`config.mk`:
```
export PLATFORM = sky130hd
export DESIGN_NAME = tcce_seq
export DESIGN_NICKNAME = d
export VERILOG_FILES = /design/src/rtl/core/tcce_pkg.sv /design/src/rtl/core/tcce_seq.sv
export SDC_FILE = /design/constraint.sdc
export NUM_CORES = 1
export LEC_CHECK = 0
export BUFFER_PORTS_ARGS = -buffer_cell sky130_fd_sc_hd__buf_2
export CORE_ASPECT_RATIO = 0.9
export CORE_MARGIN = 10
export CORE_UTILIZATION = 47
export DETAILED_ROUTE_END_ITERATION = 16
export PLACE_DENSITY = 0.76
export SYNTH_ARGS = -nofsm -noshare
export SYNTH_HDL_FRONTEND = slang
export SYNTH_SLANG_ARGS = --single-unit
export TNS_END_PERCENT = 20
```
`constraint.sdc`:
```
create_clock -name clk -period 2.6 [get_ports clk]
set_input_delay 0.26 -clock clk [delete_from_list [all_inputs] [get_ports clk]]
set_output_delay 0.26 -clock clk [all_outputs]
set_load 0.01 [all_outputs]
```
`src/rtl/core/tcce_pkg.sv`:
```
`timescale 1ns / 1ps
`default_nettype none
// ----------------------------------------------------------------------------
// tcce_pkg: shared types, codes and microcode for the text console engine
// Holds request and character codes, the control word layout and the
// read-only step program that the sequencer runs.
// ----------------------------------------------------------------------------
package tcce_pkg;

  localparam logic [1:0] REQ_PUT   = 2'd0;
  localparam logic [1:0] REQ_SET   = 2'd1;
  localparam logic [1:0] REQ_CLEAR = 2'd2;
  localparam logic [1:0] REQ_READ  = 2'd3;

  localparam logic [7:0] CH_NEWLINE   = 8'h0A;
  localparam logic [7:0] CH_RETURN    = 8'h0D;
  localparam logic [7:0] CH_BACKSPACE = 8'h08;
  localparam logic [7:0] CH_TAB       = 8'h09;
  localparam logic [7:0] CH_BLANK     = 8'h20;
  localparam logic [7:0] RESET_ATTR   = 8'h0F;

  localparam int CFG_IDX_W = 2;
  localparam logic [CFG_IDX_W-1:0] CFG_FG = 2'd0;
  localparam logic [CFG_IDX_W-1:0] CFG_BG = 2'd1;

  localparam logic [3:0] P_RST_INIT  = 4'd0;
  localparam logic [3:0] P_RST_SWEEP = 4'd1;
  localparam logic [3:0] P_FETCH     = 4'd2;
  localparam logic [3:0] P_PUT       = 4'd3;
  localparam logic [3:0] P_NL        = 4'd4;
  localparam logic [3:0] P_CR        = 4'd5;
  localparam logic [3:0] P_BS_MOVE   = 4'd6;
  localparam logic [3:0] P_BS_BLANK  = 4'd7;
  localparam logic [3:0] P_TAB_DIV   = 4'd8;
  localparam logic [3:0] P_TAB_SET   = 4'd9;
  localparam logic [3:0] P_SETCUR    = 4'd10;
  localparam logic [3:0] P_CLR_INIT  = 4'd11;
  localparam logic [3:0] P_SWEEP     = 4'd12;
  localparam logic [3:0] P_READ      = 4'd13;
  localparam logic [3:0] P_READ_DONE = 4'd14;

  typedef enum logic [3:0] {
    OP_RST_INIT,
    OP_SWEEP,
    OP_FETCH,
    OP_PUT,
    OP_NL,
    OP_CR,
    OP_BS_MOVE,
    OP_BS_BLANK,
    OP_TAB_DIV,
    OP_TAB_SET,
    OP_SETCUR,
    OP_CLR_INIT,
    OP_READ,
    OP_READ_DONE
  } op_t;

  typedef enum logic [2:0] {
    C_NONE,
    C_DISPATCH,
    C_COL_LAST,
    C_ROW_LAST,
    C_TAB_WRAP,
    C_SWEEP_MORE
  } cond_t;

  typedef struct packed {
    op_t        op;
    cond_t      cond;
    logic [3:0] target;
    logic       last;
  } ucode_word_t;

  typedef struct packed {
    logic col_last;
    logic row_last;
    logic tab_wrap;
    logic sweep_more;
    logic out_busy;
  } flags_t;

  typedef struct packed {
    op_t  op;
    logic go;
    logic emit;
  } ctrl_t;

  function automatic ucode_word_t ucode(input logic [3:0] pc);
    ucode_word_t w;
    unique case (pc)
      P_RST_INIT:  w = '{OP_RST_INIT,  C_NONE,       P_FETCH,     1'b0};
      P_RST_SWEEP: w = '{OP_SWEEP,     C_SWEEP_MORE, P_RST_SWEEP, 1'b0};
      P_FETCH:     w = '{OP_FETCH,     C_DISPATCH,   P_FETCH,     1'b0};
      P_PUT:       w = '{OP_PUT,       C_COL_LAST,   P_NL,        1'b1};
      P_NL:        w = '{OP_NL,        C_ROW_LAST,   P_SWEEP,     1'b1};
      P_CR:        w = '{OP_CR,        C_NONE,       P_FETCH,     1'b1};
      P_BS_MOVE:   w = '{OP_BS_MOVE,   C_NONE,       P_FETCH,     1'b0};
      P_BS_BLANK:  w = '{OP_BS_BLANK,  C_NONE,       P_FETCH,     1'b1};
      P_TAB_DIV:   w = '{OP_TAB_DIV,   C_NONE,       P_FETCH,     1'b0};
      P_TAB_SET:   w = '{OP_TAB_SET,   C_TAB_WRAP,   P_NL,        1'b1};
      P_SETCUR:    w = '{OP_SETCUR,    C_NONE,       P_FETCH,     1'b1};
      P_CLR_INIT:  w = '{OP_CLR_INIT,  C_NONE,       P_FETCH,     1'b0};
      P_SWEEP:     w = '{OP_SWEEP,     C_SWEEP_MORE, P_SWEEP,     1'b1};
      P_READ:      w = '{OP_READ,      C_NONE,       P_FETCH,     1'b0};
      P_READ_DONE: w = '{OP_READ_DONE, C_NONE,       P_FETCH,     1'b1};
      default:     w = '{OP_FETCH,     C_DISPATCH,   P_FETCH,     1'b0};
    endcase
    return w;
  endfunction

endpackage
`default_nettype wire

```
`src/rtl/core/tcce_seq.sv`:
```
`timescale 1ns / 1ps
`default_nettype none
// ----------------------------------------------------------------------------
// tcce_seq: microcode sequencer
// Step counter over the control program, request dispatch, conditional
// jumps and the hold that keeps a finishing step until the result slot frees.
// ----------------------------------------------------------------------------
module tcce_seq (
  input  wire logic            clk,
  input  wire logic            rst,
  input  wire logic            in_valid,
  output logic                 in_ready,
  input  wire logic [1:0]      req_type,
  input  wire logic [7:0]      char_code,
  input  wire tcce_pkg::flags_t flags,
  output tcce_pkg::ctrl_t      ctrl
);
  import tcce_pkg::*;

  logic [3:0]  pc;
  logic [3:0]  pc_next;
  ucode_word_t word;
  logic        hit;
  logic        fetch;
  logic        emit_req;
  logic        go;

  function automatic logic [3:0] dispatch(input logic [1:0] req, input logic [7:0] ch);
    logic [3:0] t;
    unique case (req)
      REQ_PUT: begin
        unique case (ch)
          CH_NEWLINE:   t = P_NL;
          CH_RETURN:    t = P_CR;
          CH_BACKSPACE: t = P_BS_MOVE;
          CH_TAB:       t = P_TAB_DIV;
          default:      t = P_PUT;
        endcase
      end
      REQ_SET:   t = P_SETCUR;
      REQ_CLEAR: t = P_CLR_INIT;
      REQ_READ:  t = P_READ;
      default:   t = P_FETCH;
    endcase
    return t;
  endfunction

  always_comb begin
    word = ucode(pc);
    unique case (word.cond)
      C_NONE:       hit = 1'b0;
      C_DISPATCH:   hit = 1'b0;
      C_COL_LAST:   hit = flags.col_last;
      C_ROW_LAST:   hit = flags.row_last;
      C_TAB_WRAP:   hit = flags.tab_wrap;
      C_SWEEP_MORE: hit = flags.sweep_more;
      default:      hit = 1'b0;
    endcase
    fetch    = (word.cond == C_DISPATCH);
    in_ready = fetch;
    emit_req = word.last && !hit;
    go       = fetch ? in_valid : !(emit_req && flags.out_busy);
    pc_next  = pc;
    if (go) begin
      priority if (fetch) begin
        pc_next = dispatch(req_type, char_code);
      end else if (hit) begin
        pc_next = word.target;
      end else if (word.last) begin
        pc_next = P_FETCH;
      end else begin
        pc_next = pc + 4'd1;
      end
    end
    ctrl.op   = word.op;
    ctrl.go   = go;
    ctrl.emit = go && emit_req;
  end

  always_ff @(posedge clk) begin
    if (rst) begin
      pc <= P_RST_INIT;
    end else begin
      pc <= pc_next;
    end
  end

endmodule
`default_nettype wire

```
==> results.txt, run 1 <==
Outcome: complete, no violations
First-pass GRT wire length: 4200 µm
Fin crit period: 2490 ps
Share of layout cells above drive strength 1: 35.2%
Final Instance Count excl. Fillers: 172
Total Wirelength: 2470 µm
Post-DP Area: 0.00122 mm²
Synth top area cells: dfxtp_1 30%, ha_1 9.4%, mux2i_1 6.6%
Worst EP arrival: 2670 ps
Most common cell after layout, fill and taps aside: buf_2
Critical path fanouts, max: 5
Cts repair resizes: 0
Crit-path slowest cell: or4_1
Fillers: 192
Syn Area/Cell: 8.96 µm²
# placed instances: 169
Hold Slack: 311 ps
Register area share after synthesis: 30.0%
Post-CTS Setup Bufs: 0
Clock root cell: clkbuf_4
Synthesized netlist cell count: 119
Req. time, crit path: 2780 ps
Hold-fix buffers, CTS: 0
Pin count of the biggest net entering global routing: 11
Port bufs: 24
Critical Path Start Type: flip-flop
Yosys top cell by area: dfxtp_1
Hpwl dp: 1980 µm
Net count after synthesis: 145
CP Class: reg -> reg
Max Cap Viol: 0
CTS tree: done
Starting density of the core: 49.3%
Dpl ws: 111 ps
Slew headroom: 73.3%
Ys Warns: 0
Final slew viol count: 0
Post-DRT Antenna Nets: 0
Core area: 0.00216 mm²
I/O pins: 25
Commonest non-fill, non-tap cells in the layout: 24 x buf_2, 15 x dfxtp_1, 11 x inv_1
Number of enable flip-flop cells after synthesis: 0
Reg clk slew, reported paths: 90 ps
CTS buffer count: 3
DR DRC count: 0
Max Root-Sink Buffers: 2
Leak: 0.559 nW
Pre-antenna DRT Iters: 4
Overall Global Routing Usage: 10.9%
Max Freq: 402 MHz
Vias in the first global route: 973
Worst Clk Skew: 3.06 ps
Setup_tns: 0 ps
Most used cell, CP: inv_1
Maximum vdd drop: 0.754 mV
Yosys top cell area share: 30.0%
Die Width: 70.2 µm
Least-Margin Pin Slew: 397 ps
Wire length per cell: 14.3 µm
Antenna fix cells: 0
Vias: 924
Area grow syn2layout: 19.5%
Worst-Skew Late Latency: 280 ps
Starting DRT DRC Count: 32
Crit path cell chain: or3b_4 -> inv_1 -> or4_1 -> a31o_2 -> a21oi_2 -> inv_1 -> ha_1 -> inv_1 -> a21oi_1 -> a21o_1
Post-synthesis async set-or-reset flop share: 0%
Hold Vio Cnt, Final: 0
Final Wtd Congestion: 0.849
Top_reg_cell synth: dfxtp_1
Power density over the cells: 1210 mW/mm²
Synth cell types: 43
Initial antenna violation count: 0
Yosys reg bits: 16
Die Area: 0.00458 mm²
Worst hold path type: in -> reg
Critical Path End Type: flip-flop
Setup WS post-layout: 110 ps
Vias per cell: 5.37
Post-Syn Area: 0.00107 mm²
Final setup fails: 0
Total grt overflow: 0
Final net count: 173
FP Rows: 16
Fin area: 0.00127 mm²
Die height: 65.2 µm
CTS HTree Levels: 1
Critical Path Max Stage Delay: 470 ps
Clk sinks: 16
Fin crit share: 95.8%
final cells by class:
| class | count | area [µm²] | share of cell area, % |
|---|---|---|---|
| timing repair buffer | 30 | 165 | 13.0 |
| multi-input combinational | 84 | 681 | 53.4 |
| tap | 27 | 33.8 | 2.65 |
| clock buffer | 3 | 22.5 | 1.77 |
| sequential | 16 | 322 | 25.2 |
| inverter | 12 | 50.0 | 3.93 |
Yosys cell counts, types with 2 or more instances:
cell	instances
dfxtp_1	16
inv_1	11
ha_1	8
mux2i_1	7
nand2_1	7
a21oi_1	6
nor2_1	6
buf_4	5
o21ai_0	4
mux2_2	3
nand2b_1	3
nand3_1	3
nor2b_1	3
nor3_1	3
a211o_1	2
and2_4	2
o211ai_1	2
o21a_1	2
o22ai_2	2
per-stage QoR:
step	power [mW]	utilization (%)
CTS	1.49	57.4
floorplan	1.13	-
global placement	1.33	56.4
detailed placement	1.35	56.4
finish	1.55	58.9
global route	1.69	58.9
cells by family (layout without fill, tap and decap cells):
family | Yosys count | after routing | share of synthesized area (%)
flip-flops | 16 | 16 | 30.0
multiplexers | 10 | 10 | 9.74
XOR/XNOR | 2 | 2 | 1.64
adder cells (fa/ha/maj) | 8 | 8 | 9.39
AND/OR/NAND/NOR | 37 | 37 | 20.3
buffers and inverters | 19 | 45 | 9.04
AO/OA/AOI/OAI | 27 | 27 | 19.8
state kept, by name (all words and copies together), names as in the netlist:
signal	flops
pc	4
word	12
final timing paths:
kind / startpoint / end / slack [ps] / depth (start not counted)
setup / recovery: word[5] / word[5] / 110 / 10
hold / removal: rst / pc[1] / 310 / 2
hold reg to reg: pc[0] / pc[0] / 570 / 2
setup reg to reg: word[5] / word[5] / 110 / 10
power breakdown:
group          leakage [nW]  internal (mW)  switching, mW
Combinational         0.413          0.480          0.537
Clock                0.0138         0.0538         0.0743
Sequential            0.132          0.347         0.0553
Total                 0.559          0.881          0.667
critical path: cells and delay by family (launching register included):
family | cells | cell delay, ps
AO/OA/AOI/OAI | 4 | 740
adder cells (fa/ha/maj) | 1 | 230
AND/OR/NAND/NOR | 2 | 730
flip-flops | 1 | 340
buffers and inverters | 3 | 360
routing by layer:
| layer | wire length [µm] | track usage, % | vias up | part of all wire, % |
|---|---|---|---|---|
| li1 | - | - | 470 | - |
| met1 | 1100 | 11.6 | 422 | 45 |
| met2 | 1180 | 19.2 | 27 | 48 |
| met3 | 149 | 3.45 | 5 | 6.0 |
| met4 | 35 | 5.17 | 0 | 1.4 |
| met5 | 0 | 0 | - | 0 |
Power figures use the tool's default switching activity.
==> run 2, diff against run 1 <==
CORE_ASPECT_RATIO = unset   (was 0.9)
CORE_UTILIZATION = 56   (was 47)
MAX_ROUTING_LAYER = met4   (was unset)
PLACE_DENSITY = 0.85   (was 0.76)
clock period = 3.05 ns   (was 2.6 ns; I/O delays follow)
==> results.txt, run 2 (synthesis results as in run 1) <==
Outcome: complete, no violations
Unrepaired setup endpoints after global routing: false
Reg clk slew, reported paths: 90 ps (about the same)
Critical Path Start Type: flip-flop
Worst Hold Path Cells: 2 (unchanged)
Least-Margin Pin Slew: 415 ps (+18.1 ps)
Final slew viol count: 0 (unchanged)
Slew headroom: 72.3% (-0.96 points)
Overall Global Routing Usage: 11.9% (+1.1 points)
Sequential cell area: 320 µm² (-0.39%)
Fin area: 0.00122 mm² (-4.0%)
Worst-Skew Late Latency: 290 ps (about the same)
Overall Power: 1.25 mW (-19%)
Starting density of the core: 60.4% (+11 points)
Antenna fix cells: 0 (unchanged)
I/O pins: 25 (unchanged)
Worst Clk Skew: 5.93 ps (+2.87 ps)
Die Width: 63.6 µm (-9.4%)
Pre-antenna DRT Iters: 4 (unchanged)
Post-DP Area: 0.00119 mm² (-2.7%)
Vias in the first global route: 916 (-5.9%)
Post-CTS Setup Bufs: 0 (unchanged)
Fin crit share: 90.4% (-5.4 points)
Cts repair resizes: 0 (unchanged)
CP Class: reg -> reg
Die Area: 0.00405 mm² (-12%)
Vias per cell: 5.34 (-0.57%)
Hpwl dp: 1930 µm (-2.5%)
Max Cap Viol: 0 (unchanged)
Leak: 0.545 nW (-2.6%)
Share of layout cells above drive strength 1: 30.3% (-4.9 points)
Vias: 892 (-3.5%)
CTS HTree Levels: 1 (unchanged)
Setup_tns: 0 ps (unchanged)
Pin count of the biggest net entering global routing: 11 (unchanged)
Hold Vio Cnt, Final: 0 (unchanged)
Clock root cell: clkbuf_4
Final setup fails: 0 (unchanged)
Die height: 63.6 µm (-2.4%)
CTS buffer count: 3 (unchanged)
First-pass GRT wire length: 4000 µm (-4.8%)
FP Rows: 15 (-1)
DR DRC count: 0 (unchanged)
Fillers: 157 (-18%)
Port bufs: 24 (unchanged)
Worst EP arrival: 2970 ps (+300 ps)
Reg2Reg Depth: 11 (+1)
Hold-fix buffers, CTS: 0 (unchanged)
Total grt overflow: 0 (unchanged)
Critical path fanouts, max: 8 (+3)
Multi-input gate area: 649 µm² (-4.6%)
Total Wirelength: 2340 µm (-5.3%)
Starting DRT DRC Count: 29 (-9.4%)
Commonest non-fill, non-tap cells in the layout: 24 x buf_2, 16 x dfxtp_1, 11 x inv_1, 8 x ha_1
Fin crit period: 2760 ps (+266 ps)
Core area: 0.00176 mm² (-18%)
Initial antenna violation count: 0 (unchanged)
Max Freq: 363 MHz (-9.6%)
Most common cell after layout, fill and taps aside: buf_2
Wire length per cell: 14.0 µm (-2.5%)
Final net count: 169 (-2.3%)
Critical Path End Type: flip-flop
Power density over the cells: 1020 mW/mm² (-16%)
Clk sinks: 16 (unchanged)
Final Wtd Congestion: 0.875 (+3.1%)
Req. time, crit path: 3260 ps (+480 ps)
Maximum vdd drop: 0.766 mV (+1.6%)
Area grow syn2layout: 14.7%
Post-DRT Antenna Nets: 0 (unchanged)
CTS tree: done
Worst hold path type: in -> reg
Max Root-Sink Buffers: 2 (unchanged)
Max FFs per register: 12 (unchanged)
run 2: power breakdown:
group | internal, mW | total, mW | switching [mW] | leakage (nW)
registers | 0.294 | 0.340 | 0.0456 | 0.132
logic | 0.342 | 0.771 | 0.429 | 0.392
clock network | 0.0728 | 0.139 | 0.0660 | 0.0210
total | 0.709 | 1.25 | 0.541 | 0.545
run 2: path summary, 6_finish.rpt:
check                              from      end  slack, ps
worst max register to register  word[5]  word[0]        290
worst max-delay path            word[5]  word[0]        290
worst min register to register    pc[0]    pc[0]        580
worst min-delay path                rst    pc[0]        380
run 2: area by class of cell:
cell class | instances | share of cell area [%]
Multi-Input combinational cell | 84 | 53.1
Inverter | 12 | 4.09
Clock buffer | 4 | 2.97
Timing Repair Buffer | 26 | 11.1
Sequential cell | 16 | 26.2
Tap cell | 25 | 2.56
run 2: critical path, stage by stage, from the launching register on:
cell and delay (ps):
dfxtp_1 390, or3b_1 490, o22ai_2 370, inv_1 140, mux2i_1 200, nor2_1 210
inv_1 110, ha_1 400, inv_1 60, nand3_1 70, o21ai_0 80, o22ai_1 150
run 2: through the flow:
stage	std cells	setup slack, ps	util (%)	hold slack [ps]
6_report	167	294	69.3	382
5_1_grt	167	67.6	69.3	380
4_1_cts	167	310	69.3	372
3_5_place_dp	163	346	67.2	561
3_3_place_gp	163	480	67.2	546
2_1_floorplan	119	530	-	498
run 2: per-layer routing:
| layer | track usage (%) | share of wire (%) |
|---|---|---|
| met1 | 13.2 | 46 |
| met2 | 20.2 | 48 |
| met3 | 4.06 | 5.3 |
| met4 | 2.46 | 0.81 |
| met5 | - | 0 |
==> run 3, diff against run 2 <==
REMOVE_ABC_BUFFERS = 1   (was unset)
==> results.txt, run 3 (synthesis results as in run 1) <==
Outcome: complete, no violations
Hold-fix buffers, CTS: 0 (unchanged)
Share of layout cells above drive strength 1: 30.3% (unchanged)
Port bufs: 24 (unchanged)
Pin count of the biggest net entering global routing: 11 (unchanged)
Max Cap Viol: 0 (unchanged)
Seq pwr share: 27.4% (+0.2 points)
Overall Global Routing Usage: 11.9% (about the same)
Final slew viol count: 0 (unchanged)
Critical Path End Type: flip-flop
Final setup fails: 0 (unchanged)
Die Width: 63.6 µm (unchanged)
Switching Fraction: 43.2% (-0.061 points)
Top delay family on crit path: simple AND/OR/NAND/NOR gates
Critical path fanouts, max: 8 (unchanged)
Reg clk slew, reported paths: 90 ps (about the same)
Crit-path slowest cell: or3b_1
Met3 Use GR: 3.53% (-0.53 points)
Reg2reg start: word[5]
Starting density of the core: 60.4% (unchanged)
Crit Reg-Reg Endpoint: word[0]
CTS HTree Levels: 1 (unchanged)
First-pass GRT wire length: 3950 µm (-1.2%)
Met2 GRT Util: 19.5% (-0.75 points)
Worst EP arrival: 2840 ps (-130 ps)
Core area: 0.00176 mm² (unchanged)
Die height: 63.6 µm (unchanged)
Worst hold path type: in -> reg
Reg2Reg Depth: 11 (unchanged)
Fin crit period: 2620 ps (-140 ps)
Final net count: 169 (unchanged)
Most common cell after layout, fill and taps aside: buf_2
CP Capture Point: word[0]
CTS buffer count: 3 (unchanged)
Crit path launch: word[5]
Vias per cell: 5.51 (+3.3%)
Crit path cell chain: or3b_1 -> o22ai_2 -> inv_1 -> mux2i_1 -> nor2_1 -> inv_1 -> ha_1 -> inv_1 -> nand3_1 -> o21ai_0 -> o22ai_1
CTS tree: done
Final Core Density: 69.3% (unchanged)
Vias: 921 (+3.3%)
Wire length per cell: 14.1 µm (+0.47%)
Cts repair resizes: 0 (unchanged)
Critical Path Start Type: flip-flop
Clock share of power: 11.3% (+0.2 points)
Power density over the cells: 1020 mW/mm² (-0.18%)
Final Wtd Congestion: 0.942 (+7.6%)
Hpwl dp: 1890 µm (-2.2%)
Maximum vdd drop: 0.692 mV (-9.7%)
Most used cell, CP: inv_1
Initial antenna violation count: 0 (unchanged)
Post-DRT Antenna Nets: 0 (unchanged)
Die Area: 0.00405 mm² (unchanged)
Commonest non-fill, non-tap cells in the layout: 24 x buf_2, 16 x dfxtp_1, 11 x inv_1, 8 x ha_1
Clk sinks: 16 (unchanged)
WP depth: 11 (unchanged)
P_int: 0.709 mW (about the same)
CP Class: reg -> reg
Slew headroom: 72.2% (-0.095 points)
Unrepaired setup endpoints after global routing: false
Post-CTS Setup Bufs: 0 (unchanged)
Switching power: 0.539 mW (-0.32%)
Max Root-Sink Buffers: 2 (unchanged)
Leak: 0.545 nW (unchanged)
Clock root cell: clkbuf_4
Vias in the first global route: 935 (+2.1%)
Layer with the highest usage: met2
Critical Path Max Stage Delay: 460 ps (-30 ps)
Worst Clk Skew: 2.39 ps (-3.54 ps)
Worst-Skew Late Latency: 290 ps (about the same)
I/O pins: 25 (unchanged)
Antenna fix cells: 0 (unchanged)
Total Wirelength: 2350 µm (+0.47%)
Crit path buffers/inverters: 3 (unchanged)
Req. time, crit path: 3270 ps (about the same)
Area grow syn2layout: 14.7% (unchanged)
DR DRC count: 0 (unchanged)
Hold Vio Cnt, Final: 0 (unchanged)
Post-DP Area: 0.00119 mm² (unchanged)
Least-Margin Pin Slew: 416 ps (+1.43 ps)
Fin crit share: 85.8% (-4.6 points)
Total grt overflow: 0 (unchanged)
FP Rows: 15 (unchanged)
Pre-antenna DRT Iters: 4 (unchanged)
Starting DRT DRC Count: 23 (-21%)
Max Freq: 382 MHz (+5.3%)
Met1 Use GR: 12.4% (-0.82 points)
Combinational share of power: 61.3% (-0.4 points)
Fin area: 0.00122 mm² (unchanged)
Reg2Reg Setup Slack: 430 ps (+140 ps)
Max FFs per register: 12 (unchanged)
Setup_tns: 0 ps (unchanged)
[run 3: cell counts in the layout (fill, tap and decap cells not counted)]
Identical to the previous run, type by type.
[run 3: power groups by stage]
stage	Sequential (mW)	Clock (mW)	Combinational, mW
after global placement	0.342	0	0.748
after detailed placement	0.345	0	0.764
final	0.342	0.141	0.765
after CTS	0.341	0.144	0.767
after global routing	0.349	0.153	0.862
after floorplan	0.346	0	0.573
[run 3: how the worst min path moves through the flow]
stage | end | slack, ps | cells after the start | start
final | pc[1] | 340 | 2 | rst
after global routing | pc[1] | 370 | 2 | rst
after detailed placement | pc[0] | 550 | 2 | pc[0]
after floorplan | pc[0] | 370 | 1 | rst
after global placement | pc[0] | 550 | 2 | pc[0]
after CTS | pc[1] | 340 | 2 | rst
[run 3: through the flow]
step / setup WS, ps / hold slack, ps / cells / total power [mW]
after global placement: 499 / 548 / 163 / 1.09
after CTS: 399 / 343 / 167 / 1.25
final: 434 / 343 / 167 / 1.25
after global routing: 140 / 373 / 167 / 1.36
after detailed placement: 425 / 553 / 163 / 1.11
after floorplan: 538 / 374 / 112 / 0.919
[run 3: layout make-up]
| class | instances | area (µm²) |
|---|---|---|
| multi-input combinational | 84 | 649 |
| tap | 25 | 31.3 |
| inverter | 12 | 50.0 |
| timing repair buffer | 26 | 135 |
| fill | 162 | 542 |
| clock buffer | 4 | 36.3 |
| sequential | 16 | 320 |
[run 3: routing by layer]
| layer | vias to the layer above | part of all wire, % |
|---|---|---|
| li1 | 466 | - |
| met4 | 0 | 3.3 |
| met1 | 418 | 43 |
| met5 | - | 0 |
| met3 | 7 | 6.9 |
| met2 | 30 | 47 |
